File: config.mk
export PLATFORM = sky130hd
export DESIGN_NAME = rc_differential_drive_mixer_core
export DESIGN_NICKNAME = d
export VERILOG_FILES = /design/src/rtl/rcddm_pkg.sv /design/src/rtl/rc_differential_drive_mixer_core.sv /design/src/rtl/rcddm_trim_unit.sv
export SDC_FILE = /design/constraint.sdc
export NUM_CORES = 1
export LEC_CHECK = 0
export BUFFER_PORTS_ARGS = -buffer_cell sky130_fd_sc_hd__buf_4
export CAP_MARGIN = 40
export CELL_PAD_IN_SITES_DETAIL_PLACEMENT = 0
export CELL_PAD_IN_SITES_GLOBAL_PLACEMENT = 1
export CORE_ASPECT_RATIO = 1.4
export CORE_MARGIN = 2
export CORE_UTILIZATION = 47
export CTS_CLUSTER_SIZE = 12
export DETAILED_ROUTE_END_ITERATION = 8
export PLACE_DENSITY_LB_ADDON = 0.1
export SLEW_MARGIN = 30
export SYNTH_ARGS = -nofsm -noshare
export SYNTH_HDL_FRONTEND = slang
export SYNTH_HIERARCHICAL = 1
export SYNTH_SLANG_ARGS = --single-unit
File: constraint.sdc
create_clock -name clk_i -period 7.2 [get_ports clk_i]
set_input_delay 0.36 -clock clk_i [delete_from_list [all_inputs] [get_ports clk_i]]
set_output_delay 0.36 -clock clk_i [all_outputs]
set_load 0.01 [all_outputs]
File: src/rtl/rcddm_pkg.sv
// ============================================================================
// RC differential drive mixer package
// Shared codes, constants and the request/response types of the trim unit.
// ============================================================================
package rcddm_pkg;

  // Configuration register indexes.
  localparam logic [1:0] CFG_MIN_SIDE_SCALE = 2'd0;
  localparam logic [1:0] CFG_SPEED_DEADBAND = 2'd1;
  localparam logic [1:0] CFG_STEER_DEADBAND = 2'd2;

  // Pulse kinds carried on tuser.
  localparam logic ACT_STEER    = 1'b0;
  localparam logic ACT_THROTTLE = 1'b1;

  // Drive direction codes.
  localparam logic [1:0] DIR_NONE     = 2'd0;
  localparam logic [1:0] DIR_FORWARD  = 2'd1;
  localparam logic [1:0] DIR_BACKWARD = 2'd2;

  // Pulse timing in microseconds.
  localparam logic [11:0] CENTER_US     = 12'd1500;
  localparam logic [11:0] THR_FULL_HI   = 12'd1900;
  localparam logic [11:0] THR_FULL_LO   = 12'd1100;
  localparam logic [11:0] STEER_FULL_HI = 12'd2000;
  localparam logic [11:0] STEER_FULL_LO = 12'd1000;

  // PWM compare values.
  localparam logic [13:0] PWM_BASE_MIN = 14'd2000;
  localparam logic [13:0] PWM_FULL     = 14'd10000;

  // Steering span and Q1.16 unity.
  localparam logic [9:0]  STEER_SPAN = 10'd500;
  localparam logic [17:0] Q16_ONE    = 18'd65536;

  // Reset values of the configuration registers.
  localparam logic [16:0] MIN_SIDE_SCALE_RST = 17'd39322;
  localparam logic [7:0]  SPEED_DEADBAND_RST = 8'd50;
  localparam logic [7:0]  STEER_DEADBAND_RST = 8'd50;

  // Division by 500 is done as a shift by two and a division by 125.
  // The quotient estimate floor(y * 67108 / 2^23) is low by at most one.
  localparam logic [16:0] RECIP_125 = 17'd67108;
  localparam logic [6:0]  DIV_125   = 7'd125;

  // Request to the trim unit.
  typedef struct packed {
    logic        valid;
    logic [13:0] base;
    logic [8:0]  mag;
    logic [16:0] k;
  } trim_req_t;

  // Response of the trim unit.
  typedef struct packed {
    logic        done;
    logic [13:0] inner;
  } trim_rsp_t;

endpackage

File: src/rtl/rc_differential_drive_mixer_core.sv
// ============================================================================
// RC differential drive mixer core
// Turns RC steering and throttle pulse widths into left and right PWM
// compare values and a drive direction.
// ============================================================================
// Usage:
//   The slave stream carries one pulse request: tdata holds the pulse width
//   in microseconds, tuser says steering (0) or throttle (1). A steering
//   request only updates the stored offset and gives no result. A throttle
//   request gives one result on the master stream: left PWM, right PWM and
//   direction packed in tdata.
//   Configuration writes (index, data) are taken in any cycle; they should
//   be made while no request is in flight.
//   A steering request only updates the offset. A throttle request with no
//   trim goes to the output state and then into the output register; with a
//   trim it first waits for the six sequencer steps of the trim unit, four
//   of which use the shared multiplier.
//   Throughput: one request at a time; s_axis_tready_o is high only while
//   the sequencer is idle.
//   The result sits in an output register, so the next request is accepted
//   while a result waits; a stalled receiver holds the block only when a
//   second result is ready to be written.
//   Reset clears the offset, the direction and the output valid, and sets
//   the configuration registers to their defaults.
// ============================================================================
module rc_differential_drive_mixer_core (
  input  logic        clk_i,
  input  logic        rst_ni,
  // Slave stream.
  input  logic        s_axis_tvalid_i,
  output logic        s_axis_tready_o,
  input  logic [15:0] s_axis_tdata_i,   // [11:0] pulse_width
  input  logic [0:0]  s_axis_tuser_i,   // [0] action
  // Master stream.
  output logic        m_axis_tvalid_o,
  input  logic        m_axis_tready_i,
  output logic [31:0] m_axis_tdata_o,   // [13:0] pwm_left, [27:14] pwm_right,
                                        // [29:28] direction
  // Configuration write channel.
  input  logic        cfg_valid_i,
  output logic        cfg_ready_o,
  input  logic [1:0]  cfg_index_i,
  input  logic [16:0] cfg_data_i
);
  import rcddm_pkg::*;

  typedef enum logic [2:0] {
    S_IDLE = 3'b001,
    S_TRIM = 3'b010,
    S_OUT  = 3'b100
  } ctrl_state_e;

  ctrl_state_e state_q, state_d;

  logic [16:0] min_scale_q;
  logic [7:0]  speed_db_q;
  logic [7:0]  steer_db_q;

  logic [9:0]  offset_q, offset_d;
  logic [1:0]  dir_q, dir_d;
  logic        trim_left_q, trim_left_d;
  logic [13:0] pend_left_q, pend_left_d;
  logic [13:0] pend_right_q, pend_right_d;
  logic [1:0]  pend_dir_q, pend_dir_d;

  logic        out_valid_q, out_valid_d;
  logic [13:0] out_left_q, out_right_q;
  logic [1:0]  out_dir_q;
  logic        out_load;

  logic        accept;
  logic        act;
  logic [11:0] pulse;
  logic [11:0] diff_up, diff_dn;
  logic [11:0] spd_hi, spd_lo, str_hi, str_lo;
  logic        thr_fwd, thr_bwd;
  logic [13:0] base_fwd, base_bwd, base;
  logic [9:0]  steer_new;
  logic [9:0]  offset_neg;
  logic [8:0]  mag;
  logic [16:0] m_clamp;
  logic [16:0] k_cut;

  trim_req_t trim_req;
  trim_rsp_t trim_rsp;

  assign cfg_ready_o     = 1'b1;
  assign s_axis_tready_o = (state_q == S_IDLE);
  assign accept          = s_axis_tvalid_i & s_axis_tready_o;
  assign act             = s_axis_tuser_i[0];
  assign pulse           = s_axis_tdata_i[11:0];

  // Configuration registers.
  always_ff @(posedge clk_i or negedge rst_ni) begin
    if (!rst_ni) begin
      min_scale_q <= MIN_SIDE_SCALE_RST;
      speed_db_q  <= SPEED_DEADBAND_RST;
      steer_db_q  <= STEER_DEADBAND_RST;
    end else if (cfg_valid_i) begin
      case (cfg_index_i)
        CFG_MIN_SIDE_SCALE: min_scale_q <= cfg_data_i;
        CFG_SPEED_DEADBAND: speed_db_q  <= cfg_data_i[7:0];
        CFG_STEER_DEADBAND: steer_db_q  <= cfg_data_i[7:0];
        default: ;
      endcase
    end
  end

  // Deadband thresholds and distances from center.
  assign spd_hi  = CENTER_US + {4'b0, speed_db_q};
  assign spd_lo  = CENTER_US - {4'b0, speed_db_q};
  assign str_hi  = CENTER_US + {4'b0, steer_db_q};
  assign str_lo  = CENTER_US - {4'b0, steer_db_q};
  assign diff_up = pulse - CENTER_US;
  assign diff_dn = CENTER_US - pulse;

  // Throttle: base PWM is 2000 + 20 * distance, full at the endpoints.
  assign thr_fwd  = (pulse > spd_hi);
  assign thr_bwd  = (pulse < spd_lo);
  assign base_fwd = (pulse >= THR_FULL_HI) ? PWM_FULL :
                    PWM_BASE_MIN + {1'b0, diff_up[8:0], 4'b0} + {3'b0, diff_up[8:0], 2'b0};
  assign base_bwd = (pulse <= THR_FULL_LO) ? PWM_FULL :
                    PWM_BASE_MIN + {1'b0, diff_dn[8:0], 4'b0} + {3'b0, diff_dn[8:0], 2'b0};
  assign base     = thr_fwd ? base_fwd : base_bwd;

  // Steering: signed offset, clamped to the span, zero in the deadband.
  always_comb begin
    if (pulse > str_hi) begin
      steer_new = (pulse >= STEER_FULL_HI) ? STEER_SPAN : diff_up[9:0];
    end else if (pulse < str_lo) begin
      steer_new = (pulse <= STEER_FULL_LO) ? (10'd0 - STEER_SPAN) : (10'd0 - diff_dn[9:0]);
    end else begin
      steer_new = '0;
    end
  end

  // Trim operands: offset magnitude and the cut at full steer.
  assign offset_neg = 10'd0 - offset_q;
  assign mag        = offset_q[9] ? offset_neg[8:0] : offset_q[8:0];
  assign m_clamp    = ({1'b0, min_scale_q} > Q16_ONE) ? 17'(Q16_ONE) : min_scale_q;
  assign k_cut      = 17'(Q16_ONE - {1'b0, m_clamp});

  assign trim_req.valid = accept & (act == ACT_THROTTLE) & (thr_fwd | thr_bwd)
                          & (offset_q != '0);
  assign trim_req.base  = base;
  assign trim_req.mag   = mag;
  assign trim_req.k     = k_cut;

  rcddm_trim_unit u_trim (
    .clk_i  (clk_i),
    .rst_ni (rst_ni),
    .req_i  (trim_req),
    .rsp_o  (trim_rsp)
  );

  // Output register is free or being emptied this cycle.
  assign out_load = (state_q == S_OUT) & (~out_valid_q | m_axis_tready_i);

  // Control sequencer.
  always_comb begin
    state_d      = state_q;
    offset_d     = offset_q;
    dir_d        = dir_q;
    trim_left_d  = trim_left_q;
    pend_left_d  = pend_left_q;
    pend_right_d = pend_right_q;
    pend_dir_d   = pend_dir_q;
    case (state_q)
      S_IDLE: begin
        if (accept) begin
          if (act == ACT_STEER) begin
            offset_d = steer_new;
          end else if (thr_fwd | thr_bwd) begin
            dir_d        = thr_fwd ? DIR_FORWARD : DIR_BACKWARD;
            pend_left_d  = base;
            pend_right_d = base;
            pend_dir_d   = thr_fwd ? DIR_FORWARD : DIR_BACKWARD;
            trim_left_d  = ~offset_q[9];
            state_d      = (offset_q != '0) ? S_TRIM : S_OUT;
          end else begin
            pend_left_d  = '0;
            pend_right_d = '0;
            pend_dir_d   = dir_q;
            state_d      = S_OUT;
          end
        end
      end
      S_TRIM: begin
        if (trim_rsp.done) begin
          if (trim_left_q) begin
            pend_left_d = trim_rsp.inner;
          end else begin
            pend_right_d = trim_rsp.inner;
          end
          state_d = S_OUT;
        end
      end
      S_OUT: begin
        if (out_load) begin
          state_d = S_IDLE;
        end
      end
      default: begin
        state_d = S_IDLE;
      end
    endcase
  end

  // Output valid tracking.
  always_comb begin
    out_valid_d = out_valid_q;
    if (out_load) begin
      out_valid_d = 1'b1;
    end else if (m_axis_tready_i) begin
      out_valid_d = 1'b0;
    end
  end

  // Control state.
  always_ff @(posedge clk_i or negedge rst_ni) begin
    if (!rst_ni) begin
      state_q     <= S_IDLE;
      offset_q    <= '0;
      dir_q       <= DIR_NONE;
      out_valid_q <= 1'b0;
    end else begin
      state_q     <= state_d;
      offset_q    <= offset_d;
      dir_q       <= dir_d;
      out_valid_q <= out_valid_d;
    end
  end

  // Pending result and output payload.
  always_ff @(posedge clk_i) begin
    trim_left_q  <= trim_left_d;
    pend_left_q  <= pend_left_d;
    pend_right_q <= pend_right_d;
    pend_dir_q   <= pend_dir_d;
    if (out_load) begin
      out_left_q  <= pend_left_q;
      out_right_q <= pend_right_q;
      out_dir_q   <= pend_dir_q;
    end
  end

  assign m_axis_tvalid_o = out_valid_q;
  assign m_axis_tdata_o  = {2'b0, out_dir_q, out_right_q, out_left_q};

endmodule

File: src/rtl/rcddm_trim_unit.sv
// ============================================================================
// RC differential drive mixer trim unit
// Computes floor(base * (65536 - floor(mag * k / 500)) / 65536) with one
// shared registered multiplier driven by a small sequencer.
// ============================================================================
module rcddm_trim_unit (
  input  logic                 clk_i,
  input  logic                 rst_ni,
  input  rcddm_pkg::trim_req_t req_i,
  output rcddm_pkg::trim_rsp_t rsp_o
);
  import rcddm_pkg::*;

  typedef enum logic [6:0] {
    T_IDLE = 7'b0000001,
    T_MK   = 7'b0000010,
    T_MR   = 7'b0000100,
    T_MQ   = 7'b0001000,
    T_MC   = 7'b0010000,
    T_MS   = 7'b0100000,
    T_DONE = 7'b1000000
  } trim_state_e;

  trim_state_e state_q, state_d;

  logic [13:0] base_q, base_d;
  logic [8:0]  mag_q, mag_d;
  logic [16:0] k_q, k_d;
  logic [39:0] prod_q, prod_d;
  logic [22:0] y_q, y_d;
  logic [16:0] q_q, q_d;
  logic [16:0] scale_q, scale_d;

  logic [22:0] mul_a;
  logic [16:0] mul_b;
  logic [39:0] mul_p;
  logic [22:0] rem;
  logic [16:0] q_fix;

  // Shared multiplier.
  assign mul_p = {17'b0, mul_a} * {23'b0, mul_b};

  // Remainder check and quotient correction.
  assign rem   = y_q - prod_q[22:0];
  assign q_fix = q_q + ((rem >= {16'b0, DIV_125}) ? 17'd1 : 17'd0);

  // Sequencer: at most one multiplier operation per step.
  always_comb begin
    state_d = state_q;
    base_d  = base_q;
    mag_d   = mag_q;
    k_d     = k_q;
    prod_d  = prod_q;
    y_d     = y_q;
    q_d     = q_q;
    scale_d = scale_q;
    mul_a   = '0;
    mul_b   = '0;
    case (state_q)
      T_IDLE: begin
        if (req_i.valid) begin
          base_d  = req_i.base;
          mag_d   = req_i.mag;
          k_d     = req_i.k;
          state_d = T_MK;
        end
      end
      T_MK: begin
        // Product of steering magnitude and the full-steer cut.
        mul_a   = {14'b0, mag_q};
        mul_b   = k_q;
        prod_d  = mul_p;
        state_d = T_MR;
      end
      T_MR: begin
        // Divide by four, then estimate the quotient by 125.
        y_d     = prod_q[24:2];
        mul_a   = prod_q[24:2];
        mul_b   = RECIP_125;
        prod_d  = mul_p;
        state_d = T_MQ;
      end
      T_MQ: begin
        // Multiply the estimate back to get the remainder.
        q_d     = prod_q[39:23];
        mul_a   = {6'b0, prod_q[39:23]};
        mul_b   = {10'b0, DIV_125};
        prod_d  = mul_p;
        state_d = T_MC;
      end
      T_MC: begin
        // Correct the quotient and form the Q1.16 scale.
        scale_d = 17'(Q16_ONE - {1'b0, q_fix});
        state_d = T_MS;
      end
      T_MS: begin
        mul_a   = {9'b0, base_q};
        mul_b   = scale_q;
        prod_d  = mul_p;
        state_d = T_DONE;
      end
      T_DONE: begin
        state_d = T_IDLE;
      end
      default: begin
        state_d = T_IDLE;
      end
    endcase
  end

  // Sequencer state.
  always_ff @(posedge clk_i or negedge rst_ni) begin
    if (!rst_ni) begin
      state_q <= T_IDLE;
    end else begin
      state_q <= state_d;
    end
  end

  // Operand and product registers.
  always_ff @(posedge clk_i) begin
    base_q  <= base_d;
    mag_q   <= mag_d;
    k_q     <= k_d;
    prod_q  <= prod_d;
    y_q     <= y_d;
    q_q     <= q_d;
    scale_q <= scale_d;
  end

  // The scaled value never exceeds the base, so it fits 14 bits.
  assign rsp_o.done  = (state_q == T_DONE);
  assign rsp_o.inner = prod_q[29:16];

endmodule

==> flow_metrics.env, run 1 <==
export IMPL_status="finished, violations left"
export IMPL_violations="setup timing"
export IMPL_vdd_ir_drop_max_uv=298.6
export IMPL_die_h_um=284.8
export IMPL_p_comb_frac=0.534
export IMPL_finalCritPeriodShare=1.017
export IMPL_synth_top_area_frac=0.2397
export IMPL_grtUsageTotal=0.2846
export IMPL_r2r_start="u_trim/state_q[2]$_DFFE_PN0P_"
export IMPL_synthTopCellsByArea="fa_1, edfxtp_1, ha_1, inv_1, nand2_1"
export IMPL_clkLatencyLatePin_ns=0.59
export IMPL_drive_gt1_frac=0.2430
export IMPL_max_slew_margin=0.4504
export IMPL_yosysWarnings=6
export IMPL_ys_ff_latch=254
export IMPL_wl_per_cell_um=21.15
export IMPL_grt_start_max_net_pins=57
export IMPL_synthFlopType="edfxtp_1"
export IMPL_drt_initial_drc_count=1030
export IMPL_design_core_area_um2=55520
export IMPL_nFillCells=4841
export IMPL_holdWs_ns=0.01851
export IMPL_clkPwrFrac=0.189
export IMPL_antenna_found_initial=0
export IMPL_worst_setup_path_start_kind="register"
export IMPL_critPathSlowestCell="fa_2"
export IMPL_synthCells=2654
export IMPL_finalNonFillerCells=3852
export IMPL_postSynthAreaPerCell_um2=9.977
export IMPL_finalMaxSlewViolations=0
export IMPL_grt_pass1_wl_mm=125.0
export IMPL_cts_tree="built"
export IMPL_rsz0062_at_grt="true"
export IMPL_grt_overflow=0
export IMPL_cts_buffers=29
export IMPL_antenna_cells=0
export IMPL_synth_edf_count=198
export IMPL_drtAntennaViolNets=0
export IMPL_dr_pass1_iters=5
export IMPL_layout_min_cycle_time_ns=7.322
export IMPL_dieArea_um2=58280
export IMPL_maxCapViolCount=0
export IMPL_cts_path_max_buffers=3
export IMPL_worstPathMaxFanout=6
export IMPL_ys_async_sr_fraction=0.2205
export IMPL_r2r_setup_slack_ns=-0.12
export IMPL_max_stage_delay_ns=0.59
export IMPL_hold_viol=0
export IMPL_io_buffers=68
export IMPL_initial_utilization=0.4770
export IMPL_area_delta_synth_final_pct=25.49
export IMPL_fp_dieW_um=204.6
export IMPL_pre_cts_ws_ns=-1.026
export IMPL_p_int_mw=4.943
export IMPL_vias=20690
export IMPL_hp_start="cfg_data_i[13]"
export IMPL_finClkSkew_ns=0.01707
export IMPL_setup_ws_ns=-0.1219
export IMPL_swShare=0.3948
export IMPL_placed_cells=3678
export IMPL_critPathMostFrequentCell="fa_2"
export IMPL_seqPwrFrac=0.277
export IMPL_final_common_cell="inv_1"
export IMPL_required_ns=7.54
export IMPL_synth_area_um2=26480
export IMPL_crit_path_end_kind="register"
export IMPL_wl_mm=81.49
export IMPL_total_power_mw=8.169
export IMPL_worstSetupStartpoint="u_trim/state_q[2]$_DFFE_PN0P_"
export IMPL_place_hpwl_mm=66.02
export IMPL_fin_nets=3691
export IMPL_place_congestion=0.9557
export IMPL_p_leak_nw=15.28
export IMPL_path_class="register to register"
export IMPL_setup_viol=6
export IMPL_htreeDepth=1
export IMPL_synth_area_leader_cell="fa_1"
export IMPL_io_pins=76
export IMPL_routed_via_density=5.372
export IMPL_synthDistinctLibCells=89
export IMPL_powerDensity_nw_per_um2=245.8
export IMPL_max_freq_ghz=0.1366
export IMPL_std_cell_rows=102
export IMPL_grt_pass1_vias=22140
export IMPL_seq_area_frac_synth=0.2782
export IMPL_drc_errors=0
export IMPL_layout_common_cells="inv_1, buf_4, fa_1"
export IMPL_worstPathArrival_ns=7.66
export IMPL_hold_path_class="input pin to register"
export IMPL_switchingPower_mw=3.225
export IMPL_cts_sinks=254
export IMPL_path_clk_slew_ns=0.07
export IMPL_worst_slew_pin_slew_ns=0.8243
export IMPL_clockRootBuffer="clkbuf_16"
[worst max-delay path: cells and delay by family (launching register included)]
kind	cells	cell delay (ns)
buffers and inverters	7	0.72
flip-flops	1	0.42
AO/OA/AOI/OAI	9	1.52
XOR/XNOR	1	0.12
AND/OR/NAND/NOR	4	0.84
adder cells (fa/ha/maj)	7	3.43
[path summary, 6_finish.rpt]
kind | end | cells past startpoint
setup / recovery | u_trim/prod_q[35]$_DFFE_PN_ | 28
hold / removal | min_scale_q[13]$_DFFE_PN0P_ | 2
setup reg to reg | u_trim/prod_q[35]$_DFFE_PN_ | 28
hold reg to reg | out_right_q[10]$_DFFE_PP_ | 0
max in group asynchronous | u_trim/state_q[5]$_DFFE_PN0P_ | 2
min in group asynchronous | steer_db_q[3]$_DFFE_PN0P_ | 2
[per-stage QoR]
stage | utilization | instance area, um2 | setup TNS (ns)
6_report | 0.5985 | 33230 | -0.4755
5_1_grt | 0.5985 | 33230 | -2.733
4_1_cts | 0.5851 | 32480 | -0.2166
3_5_place_dp | 0.5354 | 29720 | -18.37
3_3_place_gp | 0.5343 | 29660 | -17.14
2_1_floorplan | - | 26920 | 0
[repair_timing]
action / in CTS / in global routing
resized for setup: 217 / 132
endpoints found under the hold margin: 48 / 0
buffers inserted: 75 / 36
gates cloned: 5 / 1
hold buffers: 9 / 0
endpoints found under the setup margin: 27 / 25
pin swaps: 131 / 130
[registers in the layout, summed over array words and instances (netlist names), 2 cells and up]
register        flops
pend_left_q        14
steer_db_q          8
offset_q           10
u_trim/base_q      14
out_left_q         14
pend_right_q       14
u_trim/k_q         17
pend_dir_q          2
state_q             3
u_trim/q_q         17
u_trim/prod_q      40
speed_db_q          8
u_trim/y_q         23
dir_q               2
out_dir_q           2
u_trim/scale_q     17
min_scale_q        17
u_trim/state_q      7
out_right_q        14
u_trim/mag_q        9
[power groups by stage]
| stage | clock network, mW | logic (mW) | registers, mW |
|---|---|---|---|
| floorplan | 0 | 2.45 | 2.17 |
| global placement | 0 | 3.60 | 2.26 |
| global route | 1.63 | 4.80 | 2.28 |
| CTS | 1.58 | 3.96 | 2.25 |
| finish | 1.55 | 4.36 | 2.26 |
| detailed placement | 0 | 3.63 | 2.27 |
[cell usage after synthesis (11+ instances only)]
cell	count
and2_1	15
a22oi_1	12
o21ai_1	13
o21bai_1	18
a22o_1	31
nand3_1	30
o22a_1	11
a31oi_1	12
dfrtp_1	40
a221oi_1	15
and3_1	15
o21a_1	20
fa_1	317
nand2_1	271
xor2_1	25
or3_1	12
a221o_1	18
nor2b_1	17
xnor2_1	86
edfxtp_1	198
clkbuf_1	61
mux2_2	36
nor2_1	175
o211ai_1	15
nor3_1	27
ha_1	232
a21oi_1	91
buf_4	18
a211oi_1	11
nand2b_1	31
o21ai_0	51
dfstp_2	16
inv_1	526
a21o_1	26
nor3b_1	14
[layout make-up]
type                       instances  area, um2  share of cell area
multi-input combinational       1878      18270              0.5498
sequential                       254       7368              0.2217
timing repair buffer             409       3685              0.1109
inverter                         529       1986             0.05976
clock buffer                      47      949.7             0.02858
tap                              728      910.9             0.02741
clock inverter                     7      58.81            0.001770
[cells by family after synthesis]
| logic type | after synthesis | share of synthesized area |
|---|---|---|
| muxes | 36 | 0.01531 |
| and+or+nand+nor | 655 | 0.1130 |
| other | 4 | 0.0005669 |
| xor gates and xnor gates | 114 | 0.03898 |
| AOI/OAI and AO/OA | 423 | 0.1139 |
| adders and majority gates | 549 | 0.3493 |
| buffers and inverters | 619 | 0.09072 |
| DFF | 254 | 0.2782 |
[metal layers]
layer	part of all wire	global-route usage	vias to the layer above
met5	0	0	-
met4	0.060	0.1350	0
met3	0.041	0.03246	195
met2	0.54	0.5368	502
met1	0.36	0.3140	10450
li1	-	-	9548
(Power assumes the default switching activity.)
==> inputs of run 2 (changes only) <==
--- a/config.mk
+++ b/config.mk
@@ -11,7 +11,7 @@
 export CELL_PAD_IN_SITES_GLOBAL_PLACEMENT = 1
 export CORE_ASPECT_RATIO = 1.4
 export CORE_MARGIN = 2
-export CORE_UTILIZATION = 47
+export CORE_UTILIZATION = 52
 export CTS_CLUSTER_SIZE = 12
 export DETAILED_ROUTE_END_ITERATION = 8
 export PLACE_DENSITY_LB_ADDON = 0.1
==> constraint.sdc (replaced) <==
create_clock -name clk_i -period 7 [get_ports clk_i]
set_input_delay 0.35 -clock clk_i [delete_from_list [all_inputs] [get_ports clk_i]]
set_output_delay 0.35 -clock clk_i [all_outputs]
set_load 0.01 [all_outputs]
==> run 2 against run 1 <==
Against the previous run:
- the flow still finishes with violations (setup timing)
- non-clock buffer count down 11
- power up 0.79%
- worst hold slack better by 0.0046 ns
- flip-flop and latch count unchanged
- critical endpoint unchanged
- final area down 1.7%
- combinational power up 4.8%
- first-iteration DRC count up 14%
- setup slack worse by 0.11 ns
- count of clock-buffer cells in the layout down 11
==> flow_metrics.env, run 2 (same netlist as run 1, synthesis figures left out) <==
export IMPL_finalCritPeriodShare=1.034
export IMPL_final_common_cell="inv_1"
export IMPL_crit_path_end_kind="register"
export IMPL_rr_endpoint="u_trim/prod_q[35]$_DFFE_PN_"
export IMPL_vdd_ir_drop_max_uv=335.8
export IMPL_clkPwrFrac=0.163
export IMPL_hold_depth=2
export IMPL_worstPathMaxFanout=7
export IMPL_path_clk_slew_ns=0.06
export IMPL_htreeDepth=1
export IMPL_initial_utilization=0.5283
export IMPL_rr_worst_depth=30
export IMPL_clockRootBuffer="clkbuf_16"
export IMPL_cts_buffers=27
export IMPL_drt_initial_drc_count=1175
export IMPL_powerDensity_nw_per_um2=252.0
export IMPL_p_leak_nw=15.11
export IMPL_cts_path_max_buffers=3
export IMPL_finalMaxSlewViolations=0
export IMPL_routed_via_density=5.498
export IMPL_setup_tns_ns=-2.238
export IMPL_max_stage_delay_ns=0.55
export IMPL_worst_slew_pin_slew_ns=0.7700
export IMPL_postLayoutCellArea_um2=32670
export IMPL_max_slew_margin=0.4851
export IMPL_wl_mm=78.14
export IMPL_max_freq_ghz=0.1382
export IMPL_r2r_setup_slack_ns=-0.24
export IMPL_grt_overflow=0
export IMPL_required_ns=7.31
export IMPL_dieArea_um2=52770
export IMPL_largest_reg_flops=40
export IMPL_critPathMostFrequentCell="fa_1"
export IMPL_seqPwrFrac=0.282
export IMPL_p_int_mw=4.958
export IMPL_switchingPower_mw=3.276
export IMPL_grt_pass1_vias=21710
export IMPL_swShare=0.3979
export IMPL_grtUsageTotal=0.3014
export IMPL_top_register="u_trim/prod_q"
export IMPL_reg_largest_list="u_trim/prod_q x40, u_trim/y_q x23"
export IMPL_io_pins=76
export IMPL_status="finished, violations left"
export IMPL_fp_dieW_um=194.7
export IMPL_hp_start="cfg_data_i[9]"
export IMPL_drc_errors=0
export IMPL_design_core_area_um2=50120
export IMPL_drive_gt1_frac=0.2253
export IMPL_layout_common_cells="inv_1, buf_4, fa_1"
export IMPL_place_hpwl_mm=63.97
export IMPL_vias=20590
export IMPL_clkLatencyLatePin_ns=0.58
export IMPL_drtAntennaViolNets=0
export IMPL_grt_pass1_wl_mm=120.7
export IMPL_path_class="register to register"
export IMPL_io_buffers=68
export IMPL_pre_cts_ws_ns=-0.7682
export IMPL_final_core_util=0.6519
export IMPL_maxCapViolCount=0
export IMPL_worst_setup_path_start_kind="register"
export IMPL_setup_viol=19
export IMPL_worstPathArrival_ns=7.54
export IMPL_std_cell_rows=97
export IMPL_hold_viol=0
export IMPL_path_delay_family="adder cells"
export IMPL_p_comb_frac=0.555
export IMPL_area_delta_synth_final_pct=23.39
export IMPL_antenna_found_initial=2
export IMPL_dr_pass1_iters=7
export IMPL_cp_num_buf_inv=11
export IMPL_wl_per_cell_um=20.86
export IMPL_fin_nets=3678
export IMPL_postPlaceCellArea_um2=29950
export IMPL_layout_min_cycle_time_ns=7.236
export IMPL_critPathSlowestCell="fa_1"
export IMPL_finClkSkew_ns=0.02934
export IMPL_cts_tree="built"
export IMPL_die_h_um=271
export IMPL_violations="setup timing"
export IMPL_setup_ws_ns=-0.2356
export IMPL_r2r_start="u_trim/state_q[5]$_DFFE_PN0P_"
export IMPL_cts_sinks=254
export IMPL_grt_start_max_net_pins=57
export IMPL_hold_path_class="input pin to register"
export IMPL_nFillCells=4079
export IMPL_place_congestion=1.024
export IMPL_rsz0062_at_grt="true"
export IMPL_min_to="min_scale_q[9]$_DFFE_PN0P_"
==> run 2: cell types whose count changed in the layout (fill, tap and decap cells not counted), moves of 5 or more <==
cell | previous run | this run
inv_1 | 486 | 503
a22o_1 | 16 | 23
inv_2 | 43 | 26
buf_12 | 19 | 26
a22o_4 | 14 | 6
nor2_1 | 164 | 170
fa_2 | 26 | 19
fa_1 | 291 | 298
dlygate4sd3_1 | 9 | 4
buf_4 | 320 | 334
buf_6 | 48 | 23
clkbuf_16 | 34 | 29
nor2_2 | 6 | 1
==> run 2: cell type report <==
class,count,area [um2],share of cell area
timing repair buffer,398,3582,0.1096
clock buffer,36,754.5,0.02309
inverter,529,1986,0.06077
tap,643,804.5,0.02462
clock inverter,7,36.28,0.001111
multi-input combinational,1878,18140,0.5552
sequential,254,7367,0.2255
antenna,1,2.502,0.00007659
==> run 2: worst max-delay path by stage <==
stage / from / end / slack, ns / depth (start not counted)
floorplan: u_trim/state_q[5]$_DFFE_PN0P_ / u_trim/prod_q[35]$_DFFE_PN_ / -0.01 / 28
global placement: u_trim/state_q[1]$_DFFE_PN0P_ / u_trim/prod_q[22]$_DFFE_PN_ / -0.70 / 27
detailed placement: u_trim/state_q[0]$_DFFE_PN1P_ / u_trim/prod_q[22]$_DFFE_PN_ / -0.77 / 27
CTS: u_trim/state_q[2]$_DFFE_PN0P_ / u_trim/prod_q[22]$_DFFE_PN_ / -0.23 / 30
global route: u_trim/state_q[1]$_DFFE_PN0P_ / u_trim/prod_q[35]$_DFFE_PN_ / -0.47 / 29
finish: u_trim/state_q[5]$_DFFE_PN0P_ / u_trim/prod_q[35]$_DFFE_PN_ / -0.24 / 30
==> run 2: through the flow <==
stage          power, mW  hold slack, ns  instances
6_report           8.233         0.02312       3746
5_1_grt            8.823         0.01661       3746
4_1_cts            7.990        0.001243       3711
3_5_place_dp       6.244          0.4045       3613
3_3_place_gp       6.189          0.4063       3612
2_1_floorplan      4.773         0.05441       2751
==> run 2: power groups by stage <==
stage / clock network (mW) / logic (mW) / registers (mW)
global placement: 0 / 3.86 / 2.33
finish: 1.34 / 4.57 / 2.32
detailed placement: 0 / 3.91 / 2.34
CTS: 1.37 / 4.30 / 2.31
global route: 1.43 / 5.05 / 2.34
floorplan: 0 / 2.54 / 2.23
==> run 2: routing by layer <==
layer | vias to the layer above | global-route usage | part of all wire
li1 | 9498 | - | -
met3 | 202 | 0.03179 | 0.042
met1 | 10320 | 0.3376 | 0.37
met4 | 0 | 0.1609 | 0.063
met5 | - | 0 | 0
met2 | 571 | 0.5605 | 0.53
==> run 2: repair_timing <==
action                                 4_1_cts  5_1_grt
resized for setup                          162       85
gates cloned                                 4        1
setup endpoints to repair                   25       26
buffers inserted                            47       31
pin swaps                                  114       56
endpoints found under the hold margin       43        0
hold buffers                                 4        0
